### config.mk
export PLATFORM = sky130hd
export DESIGN_NAME = fpdc_div_cell
export DESIGN_NICKNAME = d
export VERILOG_FILES = /design/src/rtl/fpdc_pkg.sv /design/src/rtl/fpdc_div_cell.sv
export SDC_FILE = /design/constraint.sdc
export NUM_CORES = 1
export LEC_CHECK = 0
export ABC_AREA = 1
export ABC_CLOCK_PERIOD_IN_PS = 1900
export BUFFER_PORTS_ARGS = -buffer_cell sky130_fd_sc_hd__buf_2
export CORE_AREA = 8 8 132 134
export CTS_CLUSTER_DIAMETER = 60
export DETAILED_ROUTE_END_ITERATION = 8
export DIE_AREA = 0 0 140 142
export PLACE_DENSITY = 0.65
export SLEW_MARGIN = 20
export SYNTH_ARGS = -nofsm -noshare
export SYNTH_HDL_FRONTEND = slang
export SYNTH_SLANG_ARGS = --single-unit
### constraint.sdc
create_clock -name i_clk -period 1.9 [get_ports i_clk]
set_clock_uncertainty 0.05 [all_clocks]
set_input_delay 0.38 -clock i_clk [delete_from_list [all_inputs] [get_ports i_clk]]
set_output_delay 0.38 -clock i_clk [all_outputs]
set_load 0.01 [all_outputs]
### src/rtl/fpdc_pkg.sv
// ----------------------------------------------------------------------------
// fpdc_pkg
// Shared constants and types of the fractional-N PLL divider calculation.
// ----------------------------------------------------------------------------
package fpdc_pkg;

    localparam int unsigned FREQ_W  = 32;
    localparam int unsigned XO_W    = 26;
    localparam int unsigned BAND_W  = 3;
    localparam int unsigned INT_W   = 7;
    localparam int unsigned FRAC_W  = 20;
    localparam int unsigned WORD_W  = 32;
    localparam int unsigned NUM_W   = 33;
    localparam int unsigned DEN_W   = 28;
    localparam int unsigned QI_W    = 8;
    localparam int unsigned QF_W    = 19;
    localparam int unsigned Q_W     = QI_W + QF_W;
    localparam int unsigned NCELLS  = Q_W;
    localparam int unsigned ODIV_W  = 5;
    localparam int unsigned TDATA_W = 64;
    localparam int unsigned ADDR_W  = 3;

    localparam logic [FREQ_W-1:0] FREQ_MIN_HZ   = 32'd119000000;
    localparam logic [FREQ_W-1:0] FREQ_MAX_HZ   = 32'd1050000000;
    localparam logic [FREQ_W-1:0] EDGE_DIV4_HZ  = 32'd705000000;
    localparam logic [FREQ_W-1:0] EDGE_DIV6_HZ  = 32'd525000000;
    localparam logic [FREQ_W-1:0] EDGE_DIV8_HZ  = 32'd353000000;
    localparam logic [FREQ_W-1:0] EDGE_DIV12_HZ = 32'd239000000;
    localparam logic [FREQ_W-1:0] EDGE_DIV16_HZ = 32'd177000000;

    localparam logic [BAND_W-1:0] BAND_DIV4  = 3'd0;
    localparam logic [BAND_W-1:0] BAND_DIV6  = 3'd1;
    localparam logic [BAND_W-1:0] BAND_DIV8  = 3'd2;
    localparam logic [BAND_W-1:0] BAND_DIV12 = 3'd3;
    localparam logic [BAND_W-1:0] BAND_DIV16 = 3'd4;
    localparam logic [BAND_W-1:0] BAND_DIV24 = 3'd5;

    localparam logic [QI_W-1:0] Q_MAX = 8'd128;

    localparam logic [XO_W-1:0] XO_RESET = 26'd30000000;

    // register select, taken from paddr[2]
    localparam logic REG_XO  = 1'b0;
    localparam logic REG_PSC = 1'b1;

    typedef struct packed {
        logic              valid;
        logic              err;
        logic [BAND_W-1:0] band;
        logic              sel;
        logic [DEN_W-1:0]  den;
        logic [DEN_W-1:0]  rem;
        logic [Q_W-1:0]    sh;   // dividend bits out at the top, quotient bits in at the bottom
    } t_cell;

endpackage

### src/rtl/fpdc_div_cell.sv
// ----------------------------------------------------------------------------
// fpdc_div_cell
// One restoring-division step: shift in a dividend bit, trial subtract,
// shift the quotient bit into the carried word.
// ----------------------------------------------------------------------------
module fpdc_div_cell (
    input  logic            i_clk,
    input  logic            i_rst_n,
    input  logic            i_en,
    input  fpdc_pkg::t_cell i_cell,
    output fpdc_pkg::t_cell o_cell
);
    import fpdc_pkg::*;

    t_cell            r_cell;
    logic [DEN_W:0]   w_trial;
    logic [DEN_W:0]   w_diff;
    logic             w_ge;
    logic [DEN_W-1:0] n_rem;
    logic [Q_W-1:0]   n_sh;

    always_comb begin
        w_trial = {i_cell.rem, i_cell.sh[Q_W-1]};
        w_ge    = w_trial >= {1'b0, i_cell.den};
        w_diff  = w_trial - {1'b0, i_cell.den};
        n_rem   = w_ge ? w_diff[DEN_W-1:0] : w_trial[DEN_W-1:0];
        n_sh    = {i_cell.sh[Q_W-2:0], w_ge};
    end

    always_ff @(posedge i_clk) begin
        if (!i_rst_n) begin
            r_cell.valid <= 1'b0;
        end else if (i_en) begin
            r_cell.valid <= i_cell.valid;
        end
        if (i_en) begin
            r_cell.err  <= i_cell.err;
            r_cell.band <= i_cell.band;
            r_cell.sel  <= i_cell.sel;
            r_cell.den  <= i_cell.den;
            r_cell.rem  <= n_rem;
            r_cell.sh   <= n_sh;
        end
    end

    assign o_cell = r_cell;

endmodule

==> results.toml <==
[place]
gp_congestion = 0.863
port_buffers = 180
dp_hpwl_um = 13000
place_ws_ns = -0.353

[yosys]
syn-mean-instance-area_sq_um = 8.36
synth-edff-count = 88
ys_seq_elements = 89
synthDistinctLibCells = 34
synth_flop_cell = "edfxtp_1"
synth_fp_nets = 770
syn_area_sq_um = 5420
synth_warnings = 0
synthCells = 649
seq_area_frac_synth_pct = 49.1
async_flop_share_pct = 0

[timing]
worst_pin_slew_ns = 0.438
min_period_ns = 1.81
finalMaxSlewViolations = 0
fmax_ghz = 0.552
setup_viol = 0
slew_headroom_pct = 70.8
finalCritPeriodShare_pct = 95.4
fin_hold_ws_ns = 0.150
tns_ns = 0
setup_ws_ns = 0.0870
hold_viol = 0

[detailed_routing]
dr.pass1.iters = 4
drt_iter0_markers = 193
vias = 5019
wirelength_um = 16000
antenna_left = 0
viasPerCell = 4.48
wire_per_inst_um = 14.3
drcViolationCount = 0

[final_layout]
layout_common_cells = "217 x nand2_1, 179 x buf_2, 128 x inv_1"
utilization_pct = 51.3
diodes = 0
nFillCells = 1483
drive_above_1_share_pct = 39.1
layout_commonest_cell = "nand2_1"
nets = 1044
syn_to_final_growth_pct = 45.9
largest_reg_flops = 89

[cts]
clock-sinks = 89
cts_root_buf = "clkbuf_16"
cts_tree = "yes"
cts.clk_slew.worst_paths_ns = 0.07
htreeDepth = 3
clkLatencyLatePin_ns = 0.35
hold_buffers = 0
clockBufferDepth = 2
cts_inserted_buffers = 9

[power_and_ir_drop]
p_per_area_nw_per_um2 = 753
p_leak_nw = 4.04
vdd_drop_max_mv = 0.430

[die]
row_count = 46
chipHeight_um = 142
num_io_pins = 181
core_sq_um = 15400
die_area_sq_um = 19900
die_w_um = 140
initial_core_util_pct = 35.2

[global_route]
grt_max_degree = 29
antenna_found_initial = 0
grt_usage_pct = 16.2
grt_pass1_vias = 5195
grt-ovfl-total = 0
grt_pass1_wl_um = 25200

[setup_path]
path_cells = "buf_2 -> inv_1 -> ha_4 -> nand2_2 -> inv_1 -> a21oi_2 -> nand2_2 -> a21oi_2 -> nand3_4 -> buf_4 -> nand3_1 -> nand2_1"
critical_path.max_fanout = 6
path_class = "in2reg"
reg2reg_slack_ns = 1.21
worstSetupStartpointType = "primary input"
worstSetupEndpointType = "register"
crit_family = "buffers and inverters"
max_stage_delay_ns = 0.22
cp_slowest_cell = "ha_4"
reg2regPathDepth = 2
critPathArrivalTime_ns = 1.87
cp.required_ns = 1.95
crit_cells = 12
crit_buf_inv = 4

[worst_hold_path]
holdPathStages = 1
hold_class = "in2reg"

[run_status]
status = "completed"

[run]
maxCapViolCount = 0
logic make-up after synthesis:
kind of cell | Yosys count | share of synthesized area [%]
AO/OA/AOI/OAI | 22 | 2.68
XOR/XNOR | 14 | 2.26
adder cells (fa/ha/maj) | 29 | 6.83
buffers and inverters | 142 | 10.7
flip-flops | 89 | 49.1
AND/OR/NAND/NOR | 353 | 28.4
Yosys cell counts (3+ instances only):
master      n  area [sq um]
nand3_1    64           320
nand2_1   226           848
buf_6       4          45.0
nor3_2      3          30.0
nand4_1     9          56.3
inv_2       4          15.0
nor2_2      4          25.0
ha_1       28           350
nand2_2     5          31.3
nand3_2     3          30.0
inv_1     129           484
nor2_1     29           109
edfxtp_1   88          2640
o21ai_1     3          15.0
xor2_1     13           114
a21oi_1    13          65.1
cell type report:
cell class                      count  area (sq um)  area share, %
Clock buffer                       10           239           3.02
Timing Repair Buffer              269          1630           20.5
Multi-Input combinational cell    419          2570           32.5
Inverter                          135           507           6.40
Sequential cell                    89          2660           33.6
Clock inverter                      6          72.6          0.917
Tap cell                          192           240           3.04
where the power goes:
part	switching (W)	total (W)	internal, W
logic	0.000904	0.00165	0.000746
clock network	0.000797	0.00187	0.00107
registers	0.0000413	0.00244	0.00240
total	0.00174	0.00596	0.00422
through the flow:
| stage | power, W | cells | area [sq um] |
|---|---|---|---|
| after global placement | 0.00409 | 1103 | 7450 |
| after detailed placement | 0.00411 | 1103 | 7450 |
| after global routing | 0.00632 | 1120 | 7920 |
| final | 0.00596 | 1120 | 7920 |
| after floorplan | 0.00333 | 649 | 5670 |
| after CTS | 0.00602 | 1119 | 7760 |
worst register-to-register path, stage by stage, from the launching register on:
cell and delay (ns):
dfxtp_1 0.31, o21ai_0 0.16, a21oi_1 0.05
final timing paths:
kind | start | endpoint
max | i_cell[75] | o_cell[54]
min | i_cell[13] | o_cell[14]
max reg2reg | o_cell[88] | o_cell[88]
min reg2reg | o_cell[88] | o_cell[88]
metal layers:
layer	track usage, %	vias up	wire [um]	part of all wire [%]
li1	-	2621	-	-
met1	18.3	2230	6900	43
met2	28.5	152	7650	48
met3	5.74	16	1180	7.4
met4	4.63	0	238	1.5
met5	0	-	0	0
timing repair:
item | CTS | global route
setup endpoints to repair | 0 | 28
resized for setup | 0 | 30
setup buffers | 0 | 0
(Power assumes the default switching activity.)
