[src/rtl/fpdc_pkg.sv]
// ----------------------------------------------------------------------------
// fpdc_pkg
// Shared constants and types of the fractional-N PLL divider calculation.
// ----------------------------------------------------------------------------
package fpdc_pkg;

    localparam int unsigned FREQ_W  = 32;
    localparam int unsigned XO_W    = 26;
    localparam int unsigned BAND_W  = 3;
    localparam int unsigned INT_W   = 7;
    localparam int unsigned FRAC_W  = 20;
    localparam int unsigned WORD_W  = 32;
    localparam int unsigned NUM_W   = 33;
    localparam int unsigned DEN_W   = 28;
    localparam int unsigned QI_W    = 8;
    localparam int unsigned QF_W    = 19;
    localparam int unsigned Q_W     = QI_W + QF_W;
    localparam int unsigned NCELLS  = Q_W;
    localparam int unsigned ODIV_W  = 5;
    localparam int unsigned TDATA_W = 64;
    localparam int unsigned ADDR_W  = 3;

    localparam logic [FREQ_W-1:0] FREQ_MIN_HZ   = 32'd119000000;
    localparam logic [FREQ_W-1:0] FREQ_MAX_HZ   = 32'd1050000000;
    localparam logic [FREQ_W-1:0] EDGE_DIV4_HZ  = 32'd705000000;
    localparam logic [FREQ_W-1:0] EDGE_DIV6_HZ  = 32'd525000000;
    localparam logic [FREQ_W-1:0] EDGE_DIV8_HZ  = 32'd353000000;
    localparam logic [FREQ_W-1:0] EDGE_DIV12_HZ = 32'd239000000;
    localparam logic [FREQ_W-1:0] EDGE_DIV16_HZ = 32'd177000000;

    localparam logic [BAND_W-1:0] BAND_DIV4  = 3'd0;
    localparam logic [BAND_W-1:0] BAND_DIV6  = 3'd1;
    localparam logic [BAND_W-1:0] BAND_DIV8  = 3'd2;
    localparam logic [BAND_W-1:0] BAND_DIV12 = 3'd3;
    localparam logic [BAND_W-1:0] BAND_DIV16 = 3'd4;
    localparam logic [BAND_W-1:0] BAND_DIV24 = 3'd5;

    localparam logic [QI_W-1:0] Q_MAX = 8'd128;

    localparam logic [XO_W-1:0] XO_RESET = 26'd30000000;

    // register select, taken from paddr[2]
    localparam logic REG_XO  = 1'b0;
    localparam logic REG_PSC = 1'b1;

    typedef struct packed {
        logic              valid;
        logic              err;
        logic [BAND_W-1:0] band;
        logic              sel;
        logic [DEN_W-1:0]  den;
        logic [DEN_W-1:0]  rem;
        logic [Q_W-1:0]    sh;   // dividend bits out at the top, quotient bits in at the bottom
    } t_cell;

endpackage

[src/rtl/fpdc_out.sv]
// ----------------------------------------------------------------------------
// fpdc_out
// Final range check, result packing, output register and skid stage.
// ----------------------------------------------------------------------------
module fpdc_out (
    input  logic                         i_clk,
    input  logic                         i_rst_n,
    input  fpdc_pkg::t_cell              i_tail,
    input  logic                         i_ready,
    output logic                         o_en,
    output logic                         o_valid,
    output logic [fpdc_pkg::TDATA_W-1:0] o_data,
    output logic                         o_user
);
    import fpdc_pkg::*;

    logic [QI_W-1:0]    w_q;
    logic               w_err;
    logic [INT_W-1:0]   w_n;
    logic [QI_W-1:0]    w_nm1;
    logic [FRAC_W-1:0]  w_m;
    logic [WORD_W-1:0]  w_word;
    logic [TDATA_W-1:0] w_data;
    logic               w_in_v;

    logic               r_out_valid;
    logic [TDATA_W-1:0] r_out_data;
    logic               r_out_err;
    logic               r_skid_valid;
    logic [TDATA_W-1:0] r_skid_data;
    logic               r_skid_err;

    always_comb begin
        w_q    = i_tail.sh[Q_W-1:QF_W];
        w_err  = i_tail.err || (w_q == '0) || (w_q > Q_MAX);
        w_nm1  = w_q - 8'd1;
        w_n    = w_nm1[INT_W-1:0];
        w_m    = {1'b1, i_tail.sh[QF_W-1:0]};
        w_word = {1'b0, w_n, 4'h0, w_m};
        if (w_err) begin
            w_data = '0;
        end else begin
            w_data = {1'b0, w_word, w_m, w_n, i_tail.sel, i_tail.band};
        end
    end

    assign o_en   = ~r_skid_valid;
    assign w_in_v = i_tail.valid & o_en;

    always_ff @(posedge i_clk) begin
        if (!i_rst_n) begin
            r_out_valid  <= 1'b0;
            r_skid_valid <= 1'b0;
        end else if (!r_out_valid || i_ready) begin
            if (r_skid_valid) begin
                r_out_valid  <= 1'b1;
                r_skid_valid <= 1'b0;
            end else begin
                r_out_valid  <= w_in_v;
            end
        end else if (w_in_v) begin
            r_skid_valid <= 1'b1;
        end
    end

    always_ff @(posedge i_clk) begin
        if (!r_out_valid || i_ready) begin
            if (r_skid_valid) begin
                r_out_data <= r_skid_data;
                r_out_err  <= r_skid_err;
            end else begin
                r_out_data <= w_data;
                r_out_err  <= w_err;
            end
        end else if (w_in_v) begin
            r_skid_data <= w_data;
            r_skid_err  <= w_err;
        end
    end

    assign o_valid = r_out_valid;
    assign o_data  = r_out_data;
    assign o_user  = r_out_err;

endmodule

[config.mk]
export PLATFORM = sky130hd
export DESIGN_NAME = fpdc_out
export DESIGN_NICKNAME = d
export VERILOG_FILES = /design/src/rtl/fpdc_pkg.sv /design/src/rtl/fpdc_out.sv
export SDC_FILE = /design/constraint.sdc
export NUM_CORES = 1
export LEC_CHECK = 0
export BUFFER_PORTS_ARGS = -buffer_cell sky130_fd_sc_hd__buf_2
export CAP_MARGIN = 20
export CORE_MARGIN = 5
export CORE_UTILIZATION = 45
export DETAILED_ROUTE_END_ITERATION = 12
export PLACE_DENSITY = 0.8
export SYNTH_ARGS = -nofsm -noshare
export SYNTH_HDL_FRONTEND = slang
export SYNTH_SLANG_ARGS = --single-unit
[constraint.sdc]
create_clock -name i_clk -period 6.83 [get_ports i_clk]
set_input_delay 1.366 -clock i_clk [delete_from_list [all_inputs] [get_ports i_clk]]
set_output_delay 1.366 -clock i_clk [all_outputs]
set_load 0.1 [all_outputs]
==> impl_metrics.json, run 1 <==
{
  "status": "finished clean",
  "p_leak_nw": 1.53,
  "post_cts_buffers": 0,
  "synthFlopType": "edfxtp_1",
  "numCtsBuffers": 9,
  "rr_worst_depth": 3,
  "tightest_slew_ns": 0.908,
  "wl_met1_mm": 2.50,
  "setup_viol": 0,
  "synth-compound-area-share": 0.0612,
  "yosysMostFrequentCell": "edfxtp_1",
  "synth_top_family_by_area": "simple AND/OR/NAND/NOR gates",
  "ios": 159,
  "async_reset_ff_frac": 0,
  "wl_per_cell_um": 15.2,
  "timing.hold.ws_ns": 0.524,
  "yosys.area.top_type_share": 0.635,
  "rsz0062_at_grt": "false",
  "arrival_ns": 3.46,
  "grt_pass1_vias": 1898,
  "core_mm2": 0.00646,
  "routed_wl_mm": 6.15,
  "dpl.hpwl_mm": 4.17,
  "synth_edf_count": 64,
  "top_layer": "met4",
  "detail-route-antenna-nets": 0,
  "clockBufferDepth": 2,
  "syn_inst": 255,
  "clock.fmax_ghz": 0.293,
  "antennaDiodeCount": 0,
  "drc": 0,
  "cts_num_sinks": 66,
  "port_buffers": 96,
  "power_density_mw_per_mm2": 307,
  "synth_area_leaders": "edfxtp_1 63%, buf_4 8.2%, nand2_1 6.7%",
  "grt.total_usage": 0.147,
  "instances_no_fill": 405,
  "fin_area_mm2": 0.00351,
  "htreeDepth": 3,
  "grt_overflow": 0,
  "path_max_fanout": 40,
  "die_area_mm2": 0.00847,
  "required_ns": 6.88,
  "drive_gt1_frac": 0.360,
  "synthMuxAreaShare": 0.00868,
  "grt_start_max_net_pins": 42,
  "yosys.area_share.simple": 0.150,
  "vias": 1949,
  "place.gp.congestion": 0.773,
  "drv_slew": 0,
  "met2_length_mm": 3.29,
  "ys_warn_count": 0,
  "synth_seq_cells": 66,
  "synth_top_area_cell": "edfxtp_1",
  "yosysSeqAreaShare": 0.648,
  "grt_pass1_wl_mm": 9.52,
  "syn_to_final_growth_pct": 16.0,
  "rows": 29,
  "end_kind": "flop",
  "finalCritPeriodShare": 0.501,
  "die-height_um": 92.0,
  "fin_nets": 418,
  "wl_met3_um": 245,
  "synth_xor_area_frac": 0.0145,
  "hold_path_depth": 2,
  "syn-cell-area_mm2": 0.00303,
  "drt-initial-drc-count": 109,
  "placed_cells": 390,
  "setup_tns_ns": 0,
  "relSlewSlack": 0.395,
  "yosys-top-cells-count": "64 x edfxtp_1, 54 x nand2_1, 33 x buf_4, 24 x o21ai_0, 23 x and2_1",
  "critPathKind": "in2reg",
  "start_util": 0.469,
  "hold_violations": 0,
  "syn_area_per_cell_um2": 11.9,
  "synthDistinctLibCells": 30,
  "synthAdderAreaFrac": 0.00826,
  "ctsHoldBuffers": 0,
  "place_area_mm2": 0.00334,
  "antenna_found_initial": 0,
  "final.min_clock_period_ns": 3.42,
  "viasPerCell": 4.81,
  "holdCritPathClass": "reg2reg",
  "cts_resized": 0,
  "start_kind": "input pin",
  "clk_pin_slew_worst_paths_ns": 0.06,
  "cts_tree": "yes",
  "clk-insertion-delay-late_ns": 0.33,
  "cts_root_buffer": "clkbuf_8",
  "skew_ns": 0.00575,
  "fp.dieW_um": 92.0,
  "peakVddDrop_uv": 153,
  "maxCapViolations": 0,
  "dr.pass1.iters": 4
}
## sequential cells by signal, summed over array words and instances (netlist names)
name,flops
o_valid,1
r_skid_err,1
o_data,31
r_skid_valid,1
r_skid_data,31
o_user,1
## layout by cell type (no fill, tap or decap), types with 4 or more instances in the layout
| cell type | n |
|---|---|
| clkbuf_1 | 4 |
| and2_1 | 23 |
| o21ai_0 | 24 |
| nor2_1 | 10 |
| buf_2 | 96 |
| edfxtp_1 | 64 |
| o31ai_1 | 6 |
| xnor2_1 | 4 |
| conb_1 | 6 |
| nand2_1 | 54 |
| clkbuf_8 | 11 |
## area by class of cell
cell class	count	area, um^2
inverter	5	18.8
multi-input combinational	143	764
timing repair buffer	99	503
fill	564	2950
clock buffer	15	166
tap	77	96.3
sequential	66	1960
## critical path: stages
cell and delay (ns):
buf_2 0.11, or4_4 0.54, nor3b_2 0.27, mux2_4 0.44, inv_2 0.50, o21ai_0 0.21
## logic make-up after synthesis
group / Yosys count
compound gates: 32
xor+xnor: 5
fa+ha+maj: 2
buf+inv: 51
flops: 66
mux: 2
other cells: 1
simple gates: 96
## metal layers
layer  up-vias  global-route usage
li1        967                   -
met1       914               0.172
met2        57               0.257
met3        11              0.0237
met4         0              0.0804
met5         -                   0
## report_power, final
group	switching [mW]	internal (mW)
sequential	0.00854	0.469
combinational	0.278	0.0390
clock	0.133	0.151
total	0.419	0.658
## final timing paths
path | slack [ns] | start | end
min reg2reg | 0.52 | r_skid_data[10] | o_data[10]
min | 0.52 | r_skid_data[10] | o_data[10]
max | 3.41 | i_tail[24] | o_data[47]
max reg2reg | 4.89 | o_valid | r_skid_data[3]
## metrics by stage
step	power (mW)	util	setup slack [ns]
after global placement	0.800	0.518	3.10
after global routing	1.12	0.544	3.27
final	1.08	0.544	3.41
after CTS	1.09	0.544	3.38
after detailed placement	0.804	0.518	3.02
after floorplan	0.776	-	1.68
Power figures use the tool's default switching activity.
==> inputs of run 2 (changes only) <==
ABC_AREA = 1   (was unset)
CORE_UTILIZATION = 46   (was 45)
clock period = 3.3 ns   (was 6.83 ns; I/O delays follow)
==> run 2 against run 1 <==
Compared with the run above:
- clock power rose to 2.5 times the previous value
- routed wire length increased by 0.91%
- clock skew rose by 0.0043 ns
- sequential cell count did not move
- cell area is 6.6% higher
- sequential share of layout area down 3.4 points
- utilization is 0.71 points higher
- die area rose by 3.8%
- final cell count increased by 20%
- combinational power increased by 110%
==> impl_metrics.json, run 2 <==
{
  "status": "finished clean",
  "synthFlopType": "edfxtp_1",
  "required_ns": 2.64,
  "start_kind": "flop",
  "holdCritPathClass": "reg2reg",
  "yosys.area.top_type_share": 0.596,
  "critPathKind": "reg2out",
  "synth_edf_count": 64,
  "final.min_clock_period_ns": 2.23,
  "detail-route-antenna-nets": 0,
  "synth_xor_area_frac": 0,
  "wl_per_cell_um": 12.7,
  "grt_pass1_vias": 2084,
  "layout_setup_ws_ns": 1.07,
  "drc": 0,
  "skew_ns": 0.0100,
  "fill_cells": 612,
  "port_buffers": 96,
  "ios": 159,
  "die-height_um": 93.7,
  "yosysSeqAreaShare": 0.608,
  "drive_gt1_frac": 0.327,
  "yosys.area_share.simple": 0.210,
  "yosys-top-cells-count": "78 x nand2_1, 64 x edfxtp_1, 39 x inv_1, 35 x buf_4, 35 x nor2_1",
  "vias": 2202,
  "hold_violations": 0,
  "tightest_slew_ns": 0.923,
  "syn_to_final_growth_pct": 16.0,
  "synthAdderAreaFrac": 0.00776,
  "antennaDiodeCount": 0,
  "synth-compound-area-share": 0.0175,
  "clk-insertion-delay-late_ns": 0.33,
  "rows": 30,
  "clk_pin_slew_worst_paths_ns": 0.07,
  "synth_area_leaders": "edfxtp_1 60%, nand2_1 9.1%, buf_4 8.1%",
  "antenna_found_initial": 0,
  "synth_top_area_cell": "edfxtp_1",
  "synth_seq_cells": 66,
  "grt.total_usage": 0.147,
  "dpl.hpwl_mm": 4.22,
  "end_kind": "primary output",
  "grt_start_max_net_pins": 36,
  "dr.pass1.iters": 4,
  "finalCritPeriodShare": 0.676,
  "syn-cell-area_mm2": 0.00323,
  "clockBufferDepth": 2,
  "cts_tree": "yes",
  "synth_top_family_by_area": "simple AND/OR/NAND/NOR gates",
  "die_area_mm2": 0.00879,
  "power_density_mw_per_mm2": 635,
  "fp.dieW_um": 93.7,
  "final_common_cell": "buf_2",
  "ys_warn_count": 0,
  "dp_slack_ns": 0.814,
  "drv_slew": 0,
  "clock.fmax_ghz": 0.448,
  "grt_pass1_wl_mm": 9.88,
  "drt-initial-drc-count": 60,
  "peakVddDrop_uv": 248,
  "placed_cells": 471,
  "relSlewSlack": 0.383,
  "syn_inst": 316,
  "post_cts_buffers": 0,
  "rsz0062_at_grt": "false",
  "path_max_fanout": 31,
  "maxCapViolations": 0,
  "viasPerCell": 4.52,
  "grt_overflow": 0,
  "ctsHoldBuffers": 0,
  "cts_resized": 0,
  "setup_tns_ns": 0,
  "instances_no_fill": 487,
  "routed_wl_mm": 6.21,
  "synthDistinctLibCells": 24,
  "fin_nets": 480,
  "yosysMostFrequentCell": "nand2_1",
  "async_reset_ff_frac": 0,
  "core_mm2": 0.00679,
  "synthMuxAreaShare": 0,
  "cts_root_buffer": "clkbuf_8",
  "mostFrequentLayoutCells": "96 x buf_2, 77 x nand2_1, 64 x edfxtp_1",
  "p_leak_nw": 1.86,
  "htreeDepth": 3,
  "place.gp.congestion": 0.791,
  "cts_num_sinks": 66,
  "numCtsBuffers": 9,
  "start_util": 0.475,
  "syn_area_per_cell_um2": 10.2,
  "arrival_ns": 1.57,
  "setup_viol": 0
}
-- run 2: worst paths after layout --
path,slack (ns),from,depth (start not counted),endpoint
max,1.07,r_skid_valid,3,o_en
max reg2reg,1.74,r_skid_valid,3,r_skid_data[31]
min reg2reg,0.51,r_skid_data[3],2,o_data[3]
min,0.51,r_skid_data[3],2,o_data[3]
-- run 2: area by class of cell --
cell class	instances	area, um^2	share of cell area
clock buffer	11	131	0.0351
clock inverter	5	78.8	0.0211
inverter	39	146	0.0391
multi-input combinational	170	792	0.212
sequential	66	1960	0.524
tap	96	120	0.0321
timing repair buffer	100	510	0.136
-- run 2: per-layer routing --
metal	vias to the layer above	routed length, um	global-route usage
met5	-	0	0
met4	0	122	0.0746
met3	12	425	0.0393
met2	73	3160	0.257
met1	1005	2500	0.163
li1	1112	-	-
-- run 2: stage by stage --
step / instance area (um^2) / hold slack (ns) / power, mW / util
6_report: 3740 / 0.510 / 2.38 / 0.551
2_1_floorplan: 3250 / 0.491 / 1.62 / -
3_5_place_dp: 3530 / 0.502 / 1.68 / 0.520
4_1_cts: 3740 / 0.512 / 2.40 / 0.551
3_3_place_gp: 3530 / 0.499 / 1.67 / 0.520
5_1_grt: 3740 / 0.535 / 2.46 / 0.551
-- run 2: worst max-delay path, stage by stage, from the launching register on --
cell and delay (ns):
dfxtp_1 0.32, inv_1 0.07, buf_4 0.34, buf_2 0.50
-- run 2: report_power, final --
group | internal [mW] | total (mW) | switching, mW
Sequential | 0.969 | 0.985 | 0.0161
Combinational | 0.0821 | 0.671 | 0.589
Clock | 0.425 | 0.721 | 0.296
-- run 2: logic make-up after synthesis --
logic type / after synthesis
simple gates: 155
other cells: 1
fa+ha+maj: 2
buf+inv: 85
flops: 66
compound gates: 7
==> inputs of run 3 (changes only) <==
clock period = 2.3 ns   (was 3.3 ns; I/O delays follow)
==> run 3 against run 2 <==
Compared with the run above:
- utilization increased by 0.98 points
- combinational power rose by 45%
- worst hold slack worse by 0.16 ns
- clock power is 46% higher
- cell area increased by 1.8%
- critical endpoint unchanged
- final cell count rose by 1.2%
- critical path depth unchanged
- largest power group unchanged
- first-iteration DRC count up 82%
==> impl_metrics.json, run 3 (same netlist as run 2, synthesis figures left out) <==
{
  "drt-initial-drc-count": 109,
  "start_util": 0.475,
  "p_seq_frac": 0.412,
  "fill_cells": 589,
  "cts_resized": 0,
  "final.min_clock_period_ns": 1.86,
  "holdCritPathClass": "in2reg",
  "mostFrequentLayoutCells": "96 x buf_2, 77 x nand2_1, 64 x edfxtp_1",
  "cts_num_sinks": 66,
  "timing.hold.ws_ns": 0.353,
  "p_leak_nw": 1.89,
  "clock.fmax_ghz": 0.536,
  "core_mm2": 0.00679,
  "grt.total_usage": 0.141,
  "p_int_mw": 2.12,
  "ctsHoldBuffers": 0,
  "place.gp.congestion": 0.761,
  "required_ns": 1.84,
  "power_density_mw_per_mm2": 902,
  "grt_start_max_net_pins": 36,
  "setup_viol": 0,
  "finalCritPeriodShare": 0.811,
  "clockBufferDepth": 2,
  "cpMaxStageDelayCell": "buf_2",
  "fin_nets": 486,
  "drive_gt1_frac": 0.343,
  "path_cells": "inv_1 > buf_4 > buf_2",
  "start_kind": "flop",
  "syn_to_final_growth_pct": 18.0,
  "viasPerCell": 4.54,
  "end_kind": "primary output",
  "die-height_um": 93.7,
  "port_buffers": 96,
  "rsz0062_at_grt": "false",
  "hold_violations": 0,
  "pwr-share-comb": 0.283,
  "p_clk_frac": 0.306,
  "clk-insertion-delay-late_ns": 0.34,
  "post_cts_buffers": 0,
  "dr.pass1.iters": 5,
  "dpl.hpwl_mm": 4.36,
  "hold_path_depth": 3,
  "drv_slew": 0,
  "grt_overflow": 0,
  "grt_pass1_vias": 2105,
  "antenna_found_initial": 0,
  "cts_root_buffer": "clkbuf_8",
  "drc": 0,
  "final_common_cell": "buf_2",
  "power_mw": 3.43,
  "status": "finished clean",
  "p_switching_mw": 1.31,
  "sw_frac_of_total": 0.382,
  "htreeDepth": 3,
  "routed_wl_mm": 6.12,
  "rr_worst_depth": 5,
  "maxCapViolations": 0,
  "critPathKind": "reg2out",
  "rows": 30,
  "fp.dieW_um": 93.7,
  "setup_tns_ns": 0,
  "numCtsBuffers": 9,
  "arrival_ns": 1.40,
  "path_max_fanout": 14,
  "peakVddDrop_uv": 340,
  "clk_pin_slew_worst_paths_ns": 0.07,
  "die_area_mm2": 0.00879,
  "vias": 2238,
  "antennaDiodeCount": 0,
  "ios": 159,
  "grt_pass1_wl_mm": 9.51,
  "skew_ns": 0.00802,
  "slowest_delay_ns": 0.46,
  "detail-route-antenna-nets": 0,
  "cts_tree": "yes",
  "wl_per_cell_um": 12.4
}
[run 3: cell type report]
| cell class | instances | area [um^2] | area share |
|---|---|---|---|
| sequential | 66 | 1960 | 0.516 |
| tap | 96 | 120 | 0.0315 |
| inverter | 39 | 146 | 0.0384 |
| clock buffer | 9 | 124 | 0.0325 |
| timing repair buffer | 106 | 568 | 0.149 |
| multi-input combinational | 170 | 792 | 0.208 |
| clock inverter | 7 | 93.8 | 0.0246 |
[run 3: metal layers]
layer | global-route usage | part of all wire | vias to the layer above
met4 | 0.0770 | 0.020 | 0
met2 | 0.253 | 0.51 | 86
li1 | - | - | 1124
met5 | 0 | 0 | -
met1 | 0.151 | 0.40 | 1017
met3 | 0.0337 | 0.075 | 11
[run 3: final timing paths]
check	slack, ns	endpoint	startpoint
min	0.35	o_valid	i_rst_n
max	0.44	o_en	r_skid_valid
max reg2reg	0.89	r_skid_data[2]	r_skid_valid
min reg2reg	0.52	o_data[59]	r_skid_data[59]
[run 3: worst max-delay path, delay by kind of cell (launching register included)]
| kind | cells | cell delay (ns) |
|---|---|---|
| flip-flops | 1 | 0.31 |
| buffers and inverters | 3 | 0.75 |
[run 3: per-stage QoR]
stage               instances   util  cell area (um^2)  setup WS (ns)
CTS                       493  0.560              3810          0.404
detailed placement        477  0.528              3590          0.281
global placement          477  0.528              3590          0.352
global route              493  0.560              3810          0.375
finish                    493  0.560              3810          0.436
floorplan                 321      -              3260         0.0916
[run 3: power by group through the flow]
| stage | clock (mW) | sequential [mW] | combinational, mW |
|---|---|---|---|
| finish | 1.05 | 1.41 | 0.971 |
| global route | 1.11 | 1.42 | 1.01 |
| CTS | 1.07 | 1.41 | 0.975 |
| detailed placement | 0 | 1.44 | 0.973 |
| global placement | 0 | 1.44 | 0.967 |
| floorplan | 0 | 1.80 | 0.525 |
