$ cat config.mk
export PLATFORM = sky130hd
export DESIGN_NAME = fpdc_prep
export DESIGN_NICKNAME = d
export VERILOG_FILES = /design/src/rtl/fpdc_pkg.sv /design/src/rtl/fpdc_prep.sv
export SDC_FILE = /design/constraint.sdc
export NUM_CORES = 1
export LEC_CHECK = 0
export BUFFER_PORTS_ARGS = -buffer_cell sky130_fd_sc_hd__buf_2
export CORE_MARGIN = 8
export CORE_UTILIZATION = 63
export CTS_CLUSTER_DIAMETER = 200
export DETAILED_ROUTE_END_ITERATION = 6
export PLACE_DENSITY = 0.85
export SYNTH_ARGS = -nofsm -noshare
export SYNTH_HDL_FRONTEND = slang
export SYNTH_SLANG_ARGS = --single-unit
$ cat constraint.sdc
create_clock -name i_clk -period 10.5 [get_ports i_clk]
set_input_delay 2.1 -clock i_clk [delete_from_list [all_inputs] [get_ports i_clk]]
set_output_delay 2.1 -clock i_clk [all_outputs]
set_load 0.02 [all_outputs]
$ cat src/rtl/fpdc_pkg.sv
// ----------------------------------------------------------------------------
// fpdc_pkg
// Shared constants and types of the fractional-N PLL divider calculation.
// ----------------------------------------------------------------------------
package fpdc_pkg;

    localparam int unsigned FREQ_W  = 32;
    localparam int unsigned XO_W    = 26;
    localparam int unsigned BAND_W  = 3;
    localparam int unsigned INT_W   = 7;
    localparam int unsigned FRAC_W  = 20;
    localparam int unsigned WORD_W  = 32;
    localparam int unsigned NUM_W   = 33;
    localparam int unsigned DEN_W   = 28;
    localparam int unsigned QI_W    = 8;
    localparam int unsigned QF_W    = 19;
    localparam int unsigned Q_W     = QI_W + QF_W;
    localparam int unsigned NCELLS  = Q_W;
    localparam int unsigned ODIV_W  = 5;
    localparam int unsigned TDATA_W = 64;
    localparam int unsigned ADDR_W  = 3;

    localparam logic [FREQ_W-1:0] FREQ_MIN_HZ   = 32'd119000000;
    localparam logic [FREQ_W-1:0] FREQ_MAX_HZ   = 32'd1050000000;
    localparam logic [FREQ_W-1:0] EDGE_DIV4_HZ  = 32'd705000000;
    localparam logic [FREQ_W-1:0] EDGE_DIV6_HZ  = 32'd525000000;
    localparam logic [FREQ_W-1:0] EDGE_DIV8_HZ  = 32'd353000000;
    localparam logic [FREQ_W-1:0] EDGE_DIV12_HZ = 32'd239000000;
    localparam logic [FREQ_W-1:0] EDGE_DIV16_HZ = 32'd177000000;

    localparam logic [BAND_W-1:0] BAND_DIV4  = 3'd0;
    localparam logic [BAND_W-1:0] BAND_DIV6  = 3'd1;
    localparam logic [BAND_W-1:0] BAND_DIV8  = 3'd2;
    localparam logic [BAND_W-1:0] BAND_DIV12 = 3'd3;
    localparam logic [BAND_W-1:0] BAND_DIV16 = 3'd4;
    localparam logic [BAND_W-1:0] BAND_DIV24 = 3'd5;

    localparam logic [QI_W-1:0] Q_MAX = 8'd128;

    localparam logic [XO_W-1:0] XO_RESET = 26'd30000000;

    // register select, taken from paddr[2]
    localparam logic REG_XO  = 1'b0;
    localparam logic REG_PSC = 1'b1;

    typedef struct packed {
        logic              valid;
        logic              err;
        logic [BAND_W-1:0] band;
        logic              sel;
        logic [DEN_W-1:0]  den;
        logic [DEN_W-1:0]  rem;
        logic [Q_W-1:0]    sh;   // dividend bits out at the top, quotient bits in at the bottom
    } t_cell;

endpackage

$ cat src/rtl/fpdc_prep.sv
// ----------------------------------------------------------------------------
// fpdc_prep
// Range check, band select, numerator/denominator build and divider load.
// ----------------------------------------------------------------------------
module fpdc_prep (
    input  logic                         i_clk,
    input  logic                         i_rst_n,
    input  logic                         i_en,
    input  logic                         i_valid,
    input  logic [fpdc_pkg::FREQ_W-1:0]  i_freq,
    input  logic [fpdc_pkg::XO_W-1:0]    i_xo,
    input  logic                         i_psc,
    output fpdc_pkg::t_cell              o_cell
);
    import fpdc_pkg::*;

    logic                r_a_valid;
    logic                r_a_err;
    logic [BAND_W-1:0]   r_a_band;
    logic                r_a_sel;
    logic [NUM_W-1:0]    r_a_num;
    logic [DEN_W-1:0]    r_a_den;

    logic                n_a_err;
    logic [BAND_W-1:0]   n_a_band;
    logic [ODIV_W-1:0]   w_odiv;
    logic [FREQ_W+ODIV_W-1:0] w_prod;
    logic [DEN_W-1:0]    n_a_den;

    t_cell               r_b;
    t_cell               n_b;
    logic                w_ovf;

    always_comb begin
        n_a_err = (i_freq < FREQ_MIN_HZ) || (i_freq > FREQ_MAX_HZ);
        if (i_freq >= EDGE_DIV4_HZ) begin
            n_a_band = BAND_DIV4;  w_odiv = 5'd4;
        end else if (i_freq >= EDGE_DIV6_HZ) begin
            n_a_band = BAND_DIV6;  w_odiv = 5'd6;
        end else if (i_freq >= EDGE_DIV8_HZ) begin
            n_a_band = BAND_DIV8;  w_odiv = 5'd8;
        end else if (i_freq >= EDGE_DIV12_HZ) begin
            n_a_band = BAND_DIV12; w_odiv = 5'd12;
        end else if (i_freq >= EDGE_DIV16_HZ) begin
            n_a_band = BAND_DIV16; w_odiv = 5'd16;
        end else begin
            n_a_band = BAND_DIV24; w_odiv = 5'd24;
        end
        w_prod  = (FREQ_W+ODIV_W)'(i_freq) * (FREQ_W+ODIV_W)'(w_odiv);
        n_a_den = i_psc ? {i_xo, 2'b00} : {1'b0, i_xo, 1'b0};
    end

    always_ff @(posedge i_clk) begin
        if (!i_rst_n) begin
            r_a_valid <= 1'b0;
        end else if (i_en) begin
            r_a_valid <= i_valid;
        end
    end

    always_ff @(posedge i_clk) begin
        if (i_en) begin
            r_a_err  <= n_a_err;
            r_a_band <= n_a_band;
            r_a_sel  <= ~i_psc;
            r_a_num  <= w_prod[NUM_W-1:0];
            r_a_den  <= n_a_den;
        end
    end

    // quotient must fit in QI_W integer bits, else error (covers zero denominator)
    always_comb begin
        w_ovf       = {3'b000, r_a_num} >= {r_a_den, 8'h00};
        n_b.valid   = r_a_valid;
        n_b.err     = r_a_err | w_ovf;
        n_b.band    = r_a_band;
        n_b.sel     = r_a_sel;
        n_b.den     = r_a_den;
        n_b.rem     = {3'b000, r_a_num[NUM_W-1:QI_W]};
        n_b.sh      = {r_a_num[QI_W-1:0], {QF_W{1'b0}}};
    end

    always_ff @(posedge i_clk) begin
        if (!i_rst_n) begin
            r_b.valid <= 1'b0;
        end else if (i_en) begin
            r_b.valid <= n_b.valid;
        end
        if (i_en) begin
            r_b.err  <= n_b.err;
            r_b.band <= n_b.band;
            r_b.sel  <= n_b.sel;
            r_b.den  <= n_b.den;
            r_b.rem  <= n_b.rem;
            r_b.sh   <= n_b.sh;
        end
    end

    assign o_cell = r_b;

endmodule

==> impl_metrics.py, run 1 <==
metrics = {
    "status": {
        "status": "complete, but fails checks",
        "violations": "DRC",
    },
    "synth": {
        "synth-edff-count": 128,
        "synth_most_common_cell": "edfxtp_1",
        "synth_seq_cells": 130,
        "yosys.area.top_type": "edfxtp_1",
        "synth-compound-area-share_pct": 9.61,
        "netlist_area_um2": 9480,
        "synthSimpleGateAreaFrac_pct": 14.4,
        "ys_top_cells_by_count": "edfxtp_1, and2_1, ha_1",
        "ys_top_cells_by_area": "edfxtp_1, fa_1, ha_1",
        "yosysTopAreaCellShare_pct": 40.6,
        "yosysWarnings": 0,
        "synthArstFlopShare_pct": 0,
        "ys.flop_type": "edfxtp_1",
        "syn_avg_cell_area_um2": 11.4,
        "synth_mux_area_share_pct": 3.18,
        "ys_types": 67,
        "synth_top_family_by_area": "adder cells",
        "synth_xor_area_share_pct": 2.50,
        "ys_seq_area_share_pct": 41.0,
        "synth-adder-area-share_pct": 23.1,
        "netlist_instances": 829,
    },
    "clocking": {
        "clkTransAtPathRegs_ns": 0.07,
        "post_cts_buffers": 0,
        "numCtsBuffers": 17,
        "postCtsHoldBufs": 0,
        "cts_tree": "done",
        "cts.sinks": 130,
        "max-clock-path-buffers": 2,
        "insertion_delay_ns": 0.42,
        "cts_max_level": 4,
        "root_buffer": "clkbuf_16",
        "cts.repair.resized": 0,
    },
    "placed_design": {
        "gp_congestion": 0.879,
        "hpwl_mm": 15.0,
        "port_buffers": 127,
        "place_area_um2": 10200,
    },
    "detailed_routing": {
        "drtPass1Iterations": 7,
        "wl_per_cell_um": 17.1,
        "drc": 2,
        "drt-total-wl_mm": 19.6,
        "drt_iter0_drc": 334,
        "dr_total_vias": 6438,
        "viasPerCell": 5.61,
        "ant_nets": 0,
    },
    "timing": {
        "worstMarginPinSlew_ns": 0.872,
        "rsz0062_at_grt": "false",
        "fmax_ghz": 0.126,
        "whs_ns": 0.426,
        "maxSlewHeadroom_pct": 41.9,
        "setup-violations-final": 0,
        "slew_violations": 0,
        "hold_viol": 0,
        "post-route-period-util_pct": 75.3,
        "skew_ns": 0.0104,
        "setup_tns_ns": 0,
        "layout_min_cycle_time_ns": 7.91,
    },
    "die": {
        "io_pins": 152,
        "die_h_um": 139,
        "core_um2": 15000,
        "die_w_um": 139,
        "dieArea_um2": 19200,
        "num_rows": 45,
        "start_util_pct": 63.3,
    },
    "global_routing": {
        "grt_pass1_vias": 6658,
        "met3_usage_pct": 4.78,
        "gr-usage-all-layers_pct": 20.8,
        "grt_pass1_wl_mm": 32.7,
        "grt_use_met2_pct": 33.7,
        "antenna_found_initial": 0,
        "top_usage_layer": "met2",
        "use_met1_pct": 27.1,
        "grt_max_degree": 74,
        "grt-ovfl-total": 0,
    },
    "critical_path": {
        "crit_slowest_cell": "fa_1",
        "max_stage_delay_ns": 0.53,
        "required_ns": 10.67,
        "critPathMostFrequentCell": "o21ai_1",
        "crit_type": "in2reg",
        "arrival_ns": 8.08,
        "rrSetupSlack_ns": 7.97,
        "crit_path_start_kind": "input port",
        "critPathMaxFanout": 32,
        "endpoint_kind": "register",
    },
    "power": {
        "cellPowerDensity_nw_per_um2": 151,
        "p_leak_nw": 4.83,
        "vdd_ir_drop_max_uv": 118,
    },
    "layout": {
        "syn2layout_area_growth_pct": 13.1,
        "fin_area_um2": 10700,
        "nNetsFinal": 1151,
        "drive_gt1_share_pct": 21.1,
        "antenna_cells": 0,
    },
    "worst_hold_path": {
        "worstHoldPathType": "reg2reg",
    },
    "flow_run": {
        "cap_violations": 0,
    },
}
final timing paths:
check | startpoint | to | cells past startpoint
max | i_freq[8] | r_a_num[31] | 25
min | r_a_sel | o_cell[83] | 0
max reg2reg | r_a_num[10] | o_cell[87] | 10
min reg2reg | r_a_sel | o_cell[83] | 0
cells by family after synthesis:
logic type      count (synthesis)
simple gates                  237
fa+ha+maj                     141
compound gates                137
flops                         130
buf+inv                       128
xor+xnor                       27
mux                            27
other cells                     2
layout by cell type, fill, tap and decap left out, drive strengths merged, types with 9 or more instances in the layout:
cell,synthesis,routed
buf,34,130
edfxtp,128,128
and2,96,96
inv,74,85
ha,84,84
fa,57,57
a21oi,42,42
nand2,37,37
o21ai,32,32
nor2,27,27
mux2,25,25
conb,2,25
xnor2,20,20
a21o,18,18
clkbuf,20,17
nor3,13,13
o21a,11,11
nand3,10,10
nand4,9,9
nor2b,9,9
worst max-delay path: cells and delay by family:
family	cells	cell delay (ns)
AO/OA/AOI/OAI	13	2.64
adder cells (fa/ha/maj)	4	1.58
XOR/XNOR	1	0.15
AND/OR/NAND/NOR	3	1.04
buffers and inverters	4	0.54
flip-flops by register name, summed over array words and instances, names as in the netlist:
name,count
r_a_err,1
r_a_valid,1
o_cell,65
r_a_band,3
r_a_den,27
r_a_num,32
r_a_sel,1
report_power, final:
| part | switching [mW] | internal (mW) |
|---|---|---|
| clock | 0.243 | 0.313 |
| sequential | 0.0277 | 0.653 |
| combinational | 0.231 | 0.154 |
| total | 0.502 | 1.12 |
metal layers:
| layer | vias to the layer above | wire length (µm) |
|---|---|---|
| li1 | 3110 | - |
| met1 | 3063 | 8930 |
| met2 | 237 | 9210 |
| met3 | 28 | 1110 |
| met4 | 0 | 358 |
| met5 | - | 0 |
area by class of cell:
type,instances,area (µm²)
well taps,188,235
multi-input cells,594,5100
inverters,74,278
repair buffers,130,661
clock inverters,15,135
clock buffers,17,425
flip-flops and latches,130,3880
fillers,1088,4260
stage by stage:
stage | setup WS, ns | instances | power, mW | utilization [%]
6_report | 2.59 | 1148 | 1.62 | 71.5
5_1_grt | 2.21 | 1148 | 1.70 | 71.5
4_1_cts | 2.61 | 1148 | 1.63 | 71.5
3_5_place_dp | 2.21 | 1116 | 1.07 | 67.8
3_3_place_gp | 2.36 | 1116 | 1.05 | 67.8
2_1_floorplan | 3.20 | 852 | 0.957 | -
Power figures use the tool's default switching activity.
==> run 2: changes to the inputs <==
CORE_UTILIZATION = 58   (was 63)
PLACE_DENSITY = 0.79   (was 0.85)
clock period = 7.4 ns   (was 10.5 ns; I/O delays follow)
==> run 2 against run 1 <==
Against the previous run:
- setup slack worse by 2.1 ns
- the run now ends clean
- die area is 7.6% higher
- clock skew up 0.0013 ns
- sequential share of layout area fell by 0.25 points
- clock power increased by 42%
==> impl_metrics.py, run 2 (synthesis gave the netlist of run 1 again) <==
metrics = {
    "critical_path": {
        "arrival_ns": 7.09,
        "crit_start": "i_freq[6]",
        "crit_type": "in2reg",
        "required_ns": 7.56,
        "crit_path_start_kind": "input port",
        "critPathMaxFanout": 28,
        "r2r-start": "r_a_num[10]",
        "endpoint_kind": "register",
    },
    "layout": {
        "nNetsFinal": 1155,
        "n_fill_cell": 1211,
        "largest_reg_flops": 65,
        "final_cell_mix": "edfxtp_1, buf_2, and2_1",
        "layout_commonest_cell": "edfxtp_1",
        "syn2layout_area_growth_pct": 13.8,
        "drive_gt1_share_pct": 21.5,
        "fin_cells": 1180,
        "antenna_cells": 0,
    },
    "status": {
        "status": "finished, final reports clean",
    },
    "clocking": {
        "root_buffer": "clkbuf_16",
        "post_cts_buffers": 0,
        "cts_tree": "done",
        "cts.sinks": 130,
        "numCtsBuffers": 17,
        "max-clock-path-buffers": 2,
        "clkTransAtPathRegs_ns": 0.06,
        "cts.repair.resized": 0,
        "insertion_delay_ns": 0.41,
        "cts_max_level": 4,
        "postCtsHoldBufs": 0,
    },
    "power": {
        "cellPowerDensity_nw_per_um2": 213,
        "p_leak_nw": 4.86,
        "p_seq_share_pct": 42.1,
        "p_sw_uw": 675,
        "combinationalPowerShare_pct": 23.5,
        "swShare_pct": 29.4,
        "vdd_ir_drop_max_uv": 143,
        "clock_power_share_pct": 34.4,
        "p_int_mw": 1.62,
    },
    "timing": {
        "skew_ns": 0.0117,
        "slew_violations": 0,
        "layout_min_cycle_time_ns": 6.93,
        "setup_tns_ns": 0,
        "maxSlewHeadroom_pct": 29.9,
        "worstMarginPinSlew_ns": 1.05,
        "post-route-period-util_pct": 93.7,
        "fmax_ghz": 0.144,
        "hold_viol": 0,
        "rsz0062_at_grt": "false",
        "setup-violations-final": 0,
    },
    "global_routing": {
        "grt_pass1_vias": 6435,
        "antenna_found_initial": 0,
        "gr-usage-all-layers_pct": 19.3,
        "grt_pass1_wl_mm": 31.7,
        "grt_max_degree": 87,
        "grt-ovfl-total": 0,
    },
    "die": {
        "dieArea_um2": 20700,
        "num_rows": 46,
        "start_util_pct": 59.4,
        "io_pins": 152,
        "die_w_um": 144,
        "die_h_um": 144,
        "core_um2": 15900,
    },
    "detailed_routing": {
        "drt-total-wl_mm": 19.3,
        "ant_nets": 0,
        "drt_iter0_drc": 331,
        "viasPerCell": 5.41,
        "wl_per_cell_um": 16.4,
        "drtPass1Iterations": 4,
        "drc": 0,
        "dr_total_vias": 6380,
    },
    "placed_design": {
        "gp_congestion": 0.847,
        "port_buffers": 127,
        "placedCellCount": 1148,
        "hpwl_mm": 14.9,
    },
    "flow_run": {
        "cap_violations": 0,
    },
    "worst_hold_path": {
        "worstHoldPathType": "reg2reg",
        "hold_start": "r_a_sel",
    },
}
[run 2: layout make-up]
class                      instances  area (µm²)  area share (%)
multi-input combinational        594        5100            47.2
sequential                       130        3880            36.0
timing repair buffer             134         691            6.40
clock buffer                      18         439            4.07
inverter                          74         278            2.57
tap                              216         270            2.50
clock inverter                    14         131            1.22
[run 2: final timing paths]
path | end | cells past startpoint | slack, ns
hold reg to reg | o_cell[83] | 0 | 0.42
hold / removal | o_cell[83] | 0 | 0.42
setup / recovery | r_a_num[31] | 24 | 0.47
setup reg to reg | o_cell[87] | 10 | 4.86
[run 2: power groups by stage]
| stage | Sequential, mW | Clock, mW | Combinational (mW) |
|---|---|---|---|
| final | 0.967 | 0.789 | 0.539 |
| after global routing | 0.976 | 0.837 | 0.606 |
| after CTS | 0.967 | 0.809 | 0.543 |
| after detailed placement | 0.981 | 0 | 0.534 |
| after global placement | 0.977 | 0 | 0.524 |
| after floorplan | 1.01 | 0 | 0.347 |
[run 2: critical path, stage by stage]
cell	delay (ns)
buf_2	0.15
o21ai_1	0.15
nand2b_1	0.06
a41oi_1	0.25
o21ai_1	0.12
and3_1	0.20
nor2b_2	0.31
inv_1	0.14
o21ai_2	0.14
buf_4	0.26
and2_1	0.19
fa_1	0.44
fa_1	0.49
ha_1	0.32
ha_1	0.39
a2111oi_0	0.46
o21ai_1	0.18
a31oi_1	0.21
o21ai_1	0.13
o21ai_1	0.18
o21ai_1	0.14
a22o_1	0.22
o41a_1	0.32
xor2_1	0.14
[run 2: layer usage]
layer	wire [µm]	vias up	global-route usage (%)
li1	-	3117	-
met1	9230	3045	26.4
met2	8740	199	30.5
met3	1070	19	3.38
met4	264	0	6.03
met5	0	-	0
[run 2: per-stage QoR]
step	worst slack [ns]	hold slack [ns]	utilization [%]	power [mW]	cell area, µm²
after floorplan	0.725	0.400	-	1.36	9560
after global placement	0.165	0.402	64.1	1.50	10200
final	0.469	0.425	67.7	2.29	10800
after global routing	0.0787	0.433	67.7	2.42	10800
after detailed placement	0.0941	0.416	64.1	1.51	10200
after CTS	0.495	0.430	67.7	2.32	10800
==> run 3: changes to the inputs <==
PLACE_DENSITY = 0.89   (was 0.79)
==> run 3 against run 2 <==
Against the previous run:
- non-clock buffer count shrank 1
- via count is 1.4% higher
- first-iteration DRC count is 2.7% higher
==> impl_metrics.py, run 3 (synthesis gave the netlist of run 1 again) <==
metrics = {
    "layout": {
        "n_fill_cell": 1174,
        "nNetsFinal": 1154,
        "final_core_util_pct": 67.9,
        "layout_commonest_cell": "edfxtp_1",
        "multi_input_area_um2": 5100,
        "antenna_cells": 0,
        "largest_reg_flops": 65,
        "syn2layout_area_growth_pct": 14.2,
        "regArea_um2": 3880,
        "drive_gt1_share_pct": 21.3,
        "final_cell_mix": "edfxtp_1, buf_2, and2_1",
    },
    "placed_design": {
        "hpwl_mm": 15.1,
        "gp_congestion": 0.883,
        "port_buffers": 127,
    },
    "clocking": {
        "numCtsBuffers": 17,
        "insertion_delay_ns": 0.41,
        "post_cts_buffers": 0,
        "cts_tree": "done",
        "cts_max_level": 4,
        "postCtsHoldBufs": 0,
        "max-clock-path-buffers": 2,
        "cts.repair.resized": 0,
        "root_buffer": "clkbuf_16",
        "clkTransAtPathRegs_ns": 0.06,
        "cts.sinks": 130,
    },
    "timing": {
        "maxSlewHeadroom_pct": 47.1,
        "layout_min_cycle_time_ns": 6.95,
        "worstMarginPinSlew_ns": 0.793,
        "setup_tns_ns": 0,
        "setup-violations-final": 0,
        "fmax_ghz": 0.144,
        "hold_viol": 0,
        "rsz0062_at_grt": "false",
        "post-route-period-util_pct": 94.0,
        "skew_ns": 0.00728,
        "slew_violations": 0,
    },
    "detailed_routing": {
        "ant_nets": 0,
        "drtPass1Iterations": 5,
        "viasPerCell": 5.49,
        "dr_total_vias": 6471,
        "drt-total-wl_mm": 19.9,
        "drt_iter0_drc": 340,
        "drc": 0,
        "wl_per_cell_um": 16.8,
    },
    "worst_hold_path": {
        "worstHoldPathType": "reg2reg",
        "hold_start": "r_a_band[2]",
    },
    "power": {
        "vdd_ir_drop_max_uv": 174,
        "p_leak_nw": 4.86,
        "cellPowerDensity_nw_per_um2": 219,
    },
    "critical_path": {
        "r2r-start": "r_a_num[10]",
        "crit_type": "in2reg",
        "arrival_ns": 7.12,
        "cp_cell_sequence": "buf_2 -> o21ai_1 -> nand2b_1 -> a41oi_1 -> o21ai_1 -> and3_1 -> nor2b_2 -> inv_1 -> o21ai_2 -> and2_1 -> fa_1 -> fa_1 -> ha_1 -> ha_1 -> a2111oi_0 -> o21ai_1 -> a31oi_1 -> o21ai_1 -> o21ai_1 -> o21ai_1 -> a22o_1 -> o41a_1 -> xor2_1",
        "crit_start": "i_freq[7]",
        "crit_slowest_cell": "fa_1",
        "critPathMostFrequentCell": "o21ai_1",
        "required_ns": 7.56,
        "crit_path_start_kind": "input port",
        "max_stage_delay_ns": 0.49,
        "endpoint_kind": "register",
        "critPathMaxFanout": 11,
    },
    "die": {
        "start_util_pct": 59.4,
        "io_pins": 152,
        "dieArea_um2": 20700,
        "num_rows": 46,
        "die_w_um": 144,
        "core_um2": 15900,
        "die_h_um": 144,
    },
    "global_routing": {
        "antenna_found_initial": 0,
        "gr-usage-all-layers_pct": 19.6,
        "grt_pass1_vias": 6626,
        "grt_pass1_wl_mm": 32.0,
        "grt-ovfl-total": 0,
        "grt_max_degree": 67,
    },
    "flow_run": {
        "cap_violations": 0,
    },
    "status": {
        "status": "finished, final reports clean",
    },
}
run 3: path summary, 6_finish.rpt:
path / end / slack, ns / depth (start not counted)
worst max register to register: o_cell[87] / 4.86 / 10
worst min register to register: o_cell[86] / 0.42 / 0
worst max-delay path: r_a_num[31] / 0.45 / 23
worst min-delay path: o_cell[86] / 0.42 / 0
run 3: area by class of cell:
type / instances / share of cell area (%)
Timing Repair Buffer: 133 / 6.31
Tap cell: 216 / 2.50
Clock inverter: 14 / 1.64
Clock buffer: 18 / 3.97
Inverter: 74 / 2.57
Multi-Input combinational cell: 594 / 47.1
Sequential cell: 130 / 35.9
run 3: worst max-delay path: cells and delay by family:
kind,cells,cell delay [ns]
AOI/OAI and AO/OA,12,2.77
buffers and inverters,2,0.30
and+or+nand+nor,4,0.76
adders and majority gates,4,1.66
xor gates and xnor gates,1,0.15
run 3: stage by stage:
stage / std cells / total power [mW] / hold slack [ns] / setup slack, ns / cell area [µm²]
5_1_grt: 1179 / 2.47 / 0.438 / 0.0907 / 10800
6_report: 1179 / 2.36 / 0.423 / 0.446 / 10800
2_1_floorplan: 852 / 1.36 / 0.400 / 0.725 / 9560
3_3_place_gp: 1147 / 1.50 / 0.401 / 0.171 / 10200
4_1_cts: 1179 / 2.38 / 0.424 / 0.477 / 10800
3_5_place_dp: 1147 / 1.52 / 0.405 / 0.0582 / 10200
run 3: layer usage:
metal | routed length, µm | GRT usage [%] | part of all wire [%]
met1 | 8730 | 25.3 | 44
met2 | 9360 | 32.2 | 47
met3 | 1400 | 3.32 | 7.0
met4 | 357 | 7.47 | 1.8
met5 | 0 | 0 | 0
run 3: where the power goes:
| group | internal, mW | switching, mW | total [mW] |
|---|---|---|---|
| Combinational | 0.219 | 0.328 | 0.548 |
| Clock | 0.534 | 0.315 | 0.849 |
| Sequential | 0.927 | 0.0406 | 0.967 |
| Total | 1.68 | 0.684 | 2.36 |
